## src/hw/rtl/crcdt_pkg.sv

```systemverilog
`timescale 1ns / 1ps
// Package for the CRC-16 decimal trailer core: beat types, codes and helpers.
// No dependencies.
package crcdt_pkg;

   localparam int unsigned TRAILER_DIGITS = 5;
   localparam int unsigned DIGIT_CNT_W    = 3;
   localparam int unsigned CSR_INDEX_W    = 1;
   localparam int unsigned CSR_DATA_W     = 16;
   localparam int unsigned DEC_W          = 17;

   localparam logic [15:0] CRC_POLY = 16'hA001;
   localparam logic [7:0]  ASCII_ZERO = 8'h30;
   localparam logic [7:0]  ASCII_NINE = 8'h39;

   localparam logic [CSR_INDEX_W-1:0] CSR_MODE = 1'b0;
   localparam logic [CSR_INDEX_W-1:0] CSR_SEED = 1'b1;

   localparam logic MODE_GENERATE = 1'b0;
   localparam logic MODE_CHECK    = 1'b1;

   localparam logic [1:0] VERDICT_OK       = 2'd0;
   localparam logic [1:0] VERDICT_MISMATCH = 2'd1;
   localparam logic [1:0] VERDICT_SHORT    = 2'd2;

   typedef struct packed {
      logic [7:0] in_byte;
      logic       in_last;
   } req_payload_type;

   typedef struct packed {
      logic [7:0] out_byte;
      logic       byte_valid;
      logic       out_last;
      logic [1:0] verdict;
   } rsp_payload_type;

   function automatic logic [15:0] crc16_step(input logic [15:0] crc, input logic [7:0] data);
      logic [15:0] t;
      int          i;
      t = {8'h00, crc[7:0] ^ data};
      for (i = 0; i < 8; i++) begin
         t = t[0] ? ((t >> 1) ^ CRC_POLY) : (t >> 1);
      end
      return {8'h00, crc[15:8]} ^ t;
   endfunction

   // weight of a digit position, most significant digit at position 0
   function automatic logic [DEC_W-1:0] dec_weight(input logic [DIGIT_CNT_W-1:0] pos);
      logic [DEC_W-1:0] w;
      case (pos)
         3'd0: begin
            w = 17'd10000;
         end
         3'd1: begin
            w = 17'd1000;
         end
         3'd2: begin
            w = 17'd100;
         end
         3'd3: begin
            w = 17'd10;
         end
         default: begin
            w = 17'd1;
         end
      endcase
      return w;
   endfunction

endpackage

```

## src/hw/rtl/crc16_decimal_trailer_core.sv

```systemverilog
`timescale 1ns / 1ps
// CRC-16 (reflected 0xA001) over a byte stream with a five-digit ASCII decimal
// trailer: appended in generate mode, checked and stripped in check mode.
// Depends on crcdt_pkg.
// The result of an accepted beat is in the output register in the next cycle.
// Throughput while the output is not stalled: one beat per cycle; the last beat of a
// generate-mode message stalls the input while the digit unit emits one digit per cycle.
// Check mode gives no result for a message's first five beats, save a too-short verdict.
// Reset: synchronous; mode 0, seed 0, no message open, output empty.
module crc16_decimal_trailer_core (
   input  logic                                 clock,
   input  logic                                 reset,
   input  logic                                 req_valid,
   output logic                                 req_stall,
   input  crcdt_pkg::req_payload_type           req_payload,
   output logic                                 rsp_valid,
   input  logic                                 rsp_stall,
   output crcdt_pkg::rsp_payload_type           rsp_payload,
   input  logic                                 csr_write_en,
   input  logic [crcdt_pkg::CSR_INDEX_W-1:0]    csr_index,
   input  logic [crcdt_pkg::CSR_DATA_W-1:0]     csr_wdata
);
   import crcdt_pkg::*;

   logic                   mode_ff, mode_in;
   logic [15:0]            seed_ff, seed_in;
   logic                   msg_open_ff, msg_open_in;
   logic [DIGIT_CNT_W-1:0] fill_ff, fill_in;
   logic [DIGIT_CNT_W-1:0] dig_cnt_ff, dig_cnt_in;
   logic                   rsp_valid_ff, rsp_valid_in;
   logic [15:0]            crc_acc_ff, crc_acc_in;
   logic [15:0]            rem_ff, rem_in;
   logic [7:0]             delay_ff [TRAILER_DIGITS];
   logic [7:0]             delay_in [TRAILER_DIGITS];
   rsp_payload_type        rsp_payload_ff, rsp_payload_in;

   logic                   out_free;
   logic                   req_accept;
   logic                   dig_fire;
   logic                   full;
   logic [15:0]            crc_base;
   logic [7:0]             crc_data;
   logic [15:0]            crc_new;
   logic [DIGIT_CNT_W-1:0] dig_pos;
   logic [DEC_W-1:0]       dig_w;
   logic [3:0]             dig_val;
   logic [DEC_W-1:0]       dig_sub;
   logic [7:0]             trailer [TRAILER_DIGITS];
   logic [DEC_W-1:0]       trailer_val;
   logic                   trailer_ok;
   logic [7:0]             t_off;

   assign out_free   = !rsp_valid_ff || !rsp_stall;
   assign req_stall  = (dig_cnt_ff != '0) || !out_free;
   assign req_accept = req_valid && !req_stall;
   assign dig_fire   = (dig_cnt_ff != '0) && out_free;
   assign full       = (fill_ff == DIGIT_CNT_W'(TRAILER_DIGITS));
   assign crc_base   = msg_open_ff ? crc_acc_ff : seed_ff;
   assign crc_data   = (mode_ff == MODE_CHECK) ? delay_ff[0] : req_payload.in_byte;
   assign crc_new    = crc16_step(crc_base, crc_data);
   assign dig_pos    = DIGIT_CNT_W'(TRAILER_DIGITS) - dig_cnt_ff;
   assign dig_w      = dec_weight(dig_pos);

   // next digit of the remainder: count the multiples of the weight that fit
   always_comb begin
      int k;
      dig_val = '0;
      dig_sub = '0;
      for (k = 1; k < 10; k++) begin
         if (DEC_W'(4'(k) * dig_w) <= {1'b0, rem_ff}) begin
            dig_val = 4'(k);
            dig_sub = DEC_W'(4'(k) * dig_w);
         end
      end
   end

   // trailer as held after this beat, most significant digit first
   always_comb begin
      int i;
      for (i = 0; i < TRAILER_DIGITS - 1; i++) begin
         trailer[i] = delay_ff[i + 1];
      end
      trailer[TRAILER_DIGITS - 1] = req_payload.in_byte;
      trailer_val = '0;
      trailer_ok  = 1'b1;
      t_off       = '0;
      for (i = 0; i < TRAILER_DIGITS; i++) begin
         if (trailer[i] < ASCII_ZERO || trailer[i] > ASCII_NINE) begin
            trailer_ok = 1'b0;
         end
         t_off       = trailer[i] - ASCII_ZERO;
         trailer_val = trailer_val + DEC_W'(t_off[3:0] * dec_weight(DIGIT_CNT_W'(i)));
      end
   end

   always_comb begin
      int i;
      mode_in        = mode_ff;
      seed_in        = seed_ff;
      msg_open_in    = msg_open_ff;
      fill_in        = fill_ff;
      dig_cnt_in     = dig_cnt_ff;
      rsp_valid_in   = rsp_valid_ff && rsp_stall;
      crc_acc_in     = crc_acc_ff;
      rem_in         = rem_ff;
      delay_in       = delay_ff;
      rsp_payload_in = rsp_payload_ff;

      if (dig_fire) begin
         rsp_valid_in              = 1'b1;
         rsp_payload_in.out_byte   = ASCII_ZERO + {4'h0, dig_val};
         rsp_payload_in.byte_valid = 1'b1;
         rsp_payload_in.out_last   = (dig_cnt_ff == DIGIT_CNT_W'(1));
         rsp_payload_in.verdict    = VERDICT_OK;
         rem_in                    = rem_ff - dig_sub[15:0];
         dig_cnt_in                = dig_cnt_ff - DIGIT_CNT_W'(1);
      end

      if (req_accept) begin
         msg_open_in = !req_payload.in_last;
         if (mode_ff == MODE_GENERATE) begin
            crc_acc_in                = crc_new;
            rsp_valid_in              = 1'b1;
            rsp_payload_in.out_byte   = req_payload.in_byte;
            rsp_payload_in.byte_valid = 1'b1;
            rsp_payload_in.out_last   = 1'b0;
            rsp_payload_in.verdict    = VERDICT_OK;
            if (req_payload.in_last) begin
               rem_in     = crc_new;
               dig_cnt_in = DIGIT_CNT_W'(TRAILER_DIGITS);
            end
         end else begin
            for (i = 0; i < TRAILER_DIGITS - 1; i++) begin
               delay_in[i] = delay_ff[i + 1];
            end
            delay_in[TRAILER_DIGITS - 1] = req_payload.in_byte;
            if (!full) begin
               crc_acc_in = crc_base;
               fill_in    = fill_ff + DIGIT_CNT_W'(1);
               if (req_payload.in_last) begin
                  rsp_valid_in              = 1'b1;
                  rsp_payload_in.out_byte   = '0;
                  rsp_payload_in.byte_valid = 1'b0;
                  rsp_payload_in.out_last   = 1'b1;
                  rsp_payload_in.verdict    = VERDICT_SHORT;
               end
            end else begin
               crc_acc_in                = crc_new;
               rsp_valid_in              = 1'b1;
               rsp_payload_in.out_byte   = delay_ff[0];
               rsp_payload_in.byte_valid = 1'b1;
               rsp_payload_in.out_last   = req_payload.in_last;
               rsp_payload_in.verdict    = VERDICT_OK;
               if (req_payload.in_last && !(trailer_ok && trailer_val == {1'b0, crc_new})) begin
                  rsp_payload_in.verdict = VERDICT_MISMATCH;
               end
            end
            if (req_payload.in_last) begin
               fill_in = '0;
            end
         end
      end

      if (csr_write_en) begin
         case (csr_index)
            CSR_MODE: begin
               mode_in     = csr_wdata[0];
               msg_open_in = 1'b0;
               fill_in     = '0;
            end
            CSR_SEED: begin
               seed_in = csr_wdata[15:0];
            end
            default: begin
            end
         endcase
      end
   end

   always_ff @(posedge clock) begin
      if (reset) begin
         mode_ff      <= MODE_GENERATE;
         seed_ff      <= '0;
         msg_open_ff  <= 1'b0;
         fill_ff      <= '0;
         dig_cnt_ff   <= '0;
         rsp_valid_ff <= 1'b0;
      end else begin
         mode_ff      <= mode_in;
         seed_ff      <= seed_in;
         msg_open_ff  <= msg_open_in;
         fill_ff      <= fill_in;
         dig_cnt_ff   <= dig_cnt_in;
         rsp_valid_ff <= rsp_valid_in;
      end
   end

   always_ff @(posedge clock) begin
      crc_acc_ff     <= crc_acc_in;
      rem_ff         <= rem_in;
      delay_ff       <= delay_in;
      rsp_payload_ff <= rsp_payload_in;
   end

   assign rsp_valid   = rsp_valid_ff;
   assign rsp_payload = rsp_payload_ff;

   a_no_accept_while_digits : assert property (@(posedge clock) disable iff (reset)
      (dig_cnt_ff != '0) |-> !req_accept)
      else $error("beat accepted while trailer digits pending");

   a_digits_start : assert property (@(posedge clock) disable iff (reset)
      (req_accept && mode_ff == MODE_GENERATE && req_payload.in_last)
      |=> (dig_cnt_ff == DIGIT_CNT_W'(TRAILER_DIGITS)))
      else $error("trailer digit count not loaded");

   a_fill_range : assert property (@(posedge clock) disable iff (reset)
      (fill_ff <= DIGIT_CNT_W'(TRAILER_DIGITS)) && (dig_cnt_ff <= DIGIT_CNT_W'(TRAILER_DIGITS)))
      else $error("fill or digit count out of range");

   a_empty_beat_is_short : assert property (@(posedge clock) disable iff (reset)
      (rsp_valid_ff && !rsp_payload_ff.byte_valid)
      |-> (rsp_payload_ff.out_last && rsp_payload_ff.verdict == VERDICT_SHORT))
      else $error("beat without byte is not a too-short verdict");

endmodule
```

## config.mk

```make
export PLATFORM = sky130hd
export DESIGN_NAME = crc16_decimal_trailer_core
export DESIGN_NICKNAME = d
export VERILOG_FILES = /design/src/hw/rtl/crcdt_pkg.sv /design/src/hw/rtl/crc16_decimal_trailer_core.sv
export SDC_FILE = /design/constraint.sdc
export NUM_CORES = 1
export LEC_CHECK = 0
export BUFFER_PORTS_ARGS = -buffer_cell sky130_fd_sc_hd__buf_4
export CAP_MARGIN = 20
export CORE_MARGIN = 10
export CORE_UTILIZATION = 30
export DETAILED_ROUTE_END_ITERATION = 6
export SYNTH_ARGS = -nofsm -noshare
export SYNTH_HDL_FRONTEND = slang
export SYNTH_SLANG_ARGS = --single-unit
```

## constraint.sdc

```tcl
create_clock -name clock -period 9.15 [get_ports clock]
set_clock_uncertainty 0.2 [all_clocks]
set_input_delay 0.915 -clock clock [delete_from_list [all_inputs] [get_ports clock]]
set_output_delay 0.915 -clock clock [all_outputs]
set_load 0.01 [all_outputs]
```

==> results.txt <==
Core Rows -> 75
Post-synthesis sequential area ratio -> 0.215
Worst rel slew slack -> 0.333
Die Ht -> 226 µm
Achievable clock frequency -> 117 MHz
Fraction of registers with async set/reset -> 0
CP Capture Type -> register
Yosys warning count -> 0
DR vias -> 11243
Commonest non-fill, non-tap cell in the layout -> ha_1
CP Max Fanout -> 13
Avg Cell Area, Syn -> 8.71 µm²
ANT cells -> 0
Total CTS buffers -> 9
Max stage delay on crit path -> 0.53 ns
Die width -> 226 µm
Hold Path Sink -> delay_ff[38]
Die area -> 0.0512 mm²
Drt drc -> 0
IO Port Bufs -> 44
Reg2reg end -> rem_ff[15]
Final Hold Vio Count -> 0
Worst path slowest cell -> a21oi_1
Starting DRT DRC Count -> 749
Pins Over Slew Limit -> 0
HP Start -> delay_ff[30]
Clock buffer depth -> 2
CTS Root Cell -> clkbuf_16
Placer Congestion -> 1.00
Top Ports -> 45
Area Overhead vs Synth -> 11.5%
Commonest cells after routing, fill and taps aside -> ha_1, inv_1, a21oi_1
Most common cell on crit path -> ha_1
Vias in the first global route -> 11235
H-Tree Depth -> 3
Initial antenna violation count -> 1
Tcrit/Tclk final -> 0.932
Worst EP arrival -> 8.61 ns
Type of origin of the critical path -> register
Clock sinks -> 109
Final min period -> 8.53 ns
Worst setup path category -> reg -> reg
Detailed Routing Iterations Pass 1 -> 6
Hold depth -> 0
Maxcap violations -> 0
Clock Pin Slew Worst Setup and Hold Paths -> 0.08 ns
Clock Latency Late Sink -> 0.36 ns
WL per Instance -> 20.2 µm
R2r setup slk -> 0.62 ns
Post-Syn Area -> 0.0128 mm²
Antenna Nets Post-Route -> 0
Outcome -> completed
First-pass GRT wire length -> 64500 µm
Unrepaired setup endpoints after global routing -> false
Hold crit path type -> reg -> reg
Worst-margin pin slew -> 1.00 ns
TNS Setup -> 0 ns
DR vias/cell -> 5.45
DP HPWL -> 33500 µm
Largest net degree at the start of global routing -> 44
Count of cell types in the netlist -> 79
R2r startpoint -> dig_cnt_ff[1]
Share of cells above drive strength 1 -> 0.0892
CTS tree -> built
Global route overflow -> 0
Starting Density -> 0.304
R2R cell count -> 36
Flops & latches, synth -> 109
Post-Route WL -> 41700 µm
Setup violators final -> 0
Number of nets in the layout -> 1817
Mapped Cells -> 1466
GRT Overall Usage -> 0.161
Critical Path RT -> 9.23 ns
Core area -> 0.0420 mm²
Fill cell count -> 4417
Top_reg_cell synth -> edfxtp_1
Post-synth EDFFs -> 56
-- area by class of cell --
cell class,instances,area [µm²],area share
clock inverters,4,37.5,0.00264
clock buffers,12,268,0.0188
well taps,539,674,0.0474
multi-input cells,1184,9410,0.661
repair buffers,79,593,0.0417
inverters,136,510,0.0359
flip-flops and latches,109,2750,0.193
-- Yosys cell counts (31+ instances only) --
| cell type | number | area (µm²) |
|---|---|---|
| xnor2_1 | 67 | 587 |
| o21ai_0 | 85 | 425 |
| nand2_1 | 111 | 417 |
| dfxtp_1 | 53 | 1060 |
| ha_1 | 233 | 2920 |
| a21oi_1 | 123 | 616 |
| nor2_1 | 113 | 424 |
| fa_1 | 34 | 681 |
| edfxtp_1 | 56 | 1680 |
| a21o_1 | 39 | 293 |
| clkbuf_1 | 31 | 116 |
| inv_1 | 134 | 503 |
-- worst max-delay path by stage --
stage	from	end	slack [ns]	cells after the start
5_1_grt	dig_cnt_ff[1]	rem_ff[15]	0.08	35
3_5_place_dp	dig_cnt_ff[1]	rem_ff[15]	0.12	35
3_3_place_gp	dig_cnt_ff[1]	rem_ff[15]	0.40	35
6_report	dig_cnt_ff[1]	rem_ff[15]	0.62	36
4_1_cts	dig_cnt_ff[1]	rem_ff[15]	0.03	35
2_1_floorplan	dig_cnt_ff[1]	rem_ff[14]	0.61	39
-- flip-flops by register name (all words and copies together), names as in the netlist, 3 cells and up --
| signal | count |
|---|---|
| crc_acc_ff | 16 |
| seed_ff | 16 |
| rem_ff | 16 |
| dig_cnt_ff | 3 |
| delay_ff | 40 |
| rsp_payload | 12 |
| fill_ff | 3 |
-- stage by stage --
step | instance area (µm²) | std cells | utilization | hold WS, ns | worst slack, ns
CTS | 14200 | 2061 | 0.337 | 0.253 | 0.0276
detailed placement | 13900 | 2045 | 0.330 | 0.236 | 0.116
global placement | 13900 | 2045 | 0.330 | 0.232 | 0.395
global route | 14200 | 2063 | 0.339 | 0.263 | 0.0770
finish | 14200 | 2063 | 0.339 | 0.253 | 0.624
floorplan | 12800 | 1468 | - | 0.217 | 0.608
-- metal layers --
metal / vias to the layer above / GRT usage / part of all wire / wire length [µm]
met4: 0 / 0.0565 / 0.033 / 1380
met3: 78 / 0.0296 / 0.067 / 2800
met1: 5406 / 0.208 / 0.45 / 18600
li1: 5403 / - / - / -
met5: - / 0 / 0 / 0
met2: 356 / 0.263 / 0.45 / 18800
-- kinds of logic (layout without fill, tap and decap cells) --
family / after synthesis / count (layout) / share of synthesized area
xor+xnor: 105 / 105 / 0.0780
mux: 37 / 37 / 0.0338
other cells: 2 / 4 / 0.000588
simple gates: 368 / 368 / 0.135
flops: 109 / 109 / 0.215
buf+inv: 175 / 231 / 0.0536
compound gates: 403 / 403 / 0.203
fa+ha+maj: 267 / 267 / 0.282
-- repair_timing --
item,4_1_cts,5_1_grt
setup buffers,0,2
resized for setup,0,17
setup endpoints to repair,0,10
hold buffers,0,0
-- critical path, delay by kind of cell (launching register included) --
kind	cells	cell delay [ns]
compound gates	12	2.79
simple gates	10	2.07
fa+ha+maj	5	1.45
buf+inv	6	1.00
xor+xnor	3	0.50
flops	1	0.44
Power is not shown: default switching activity piles up to over one toggle a cycle in this logic, so the estimate is an artifact.
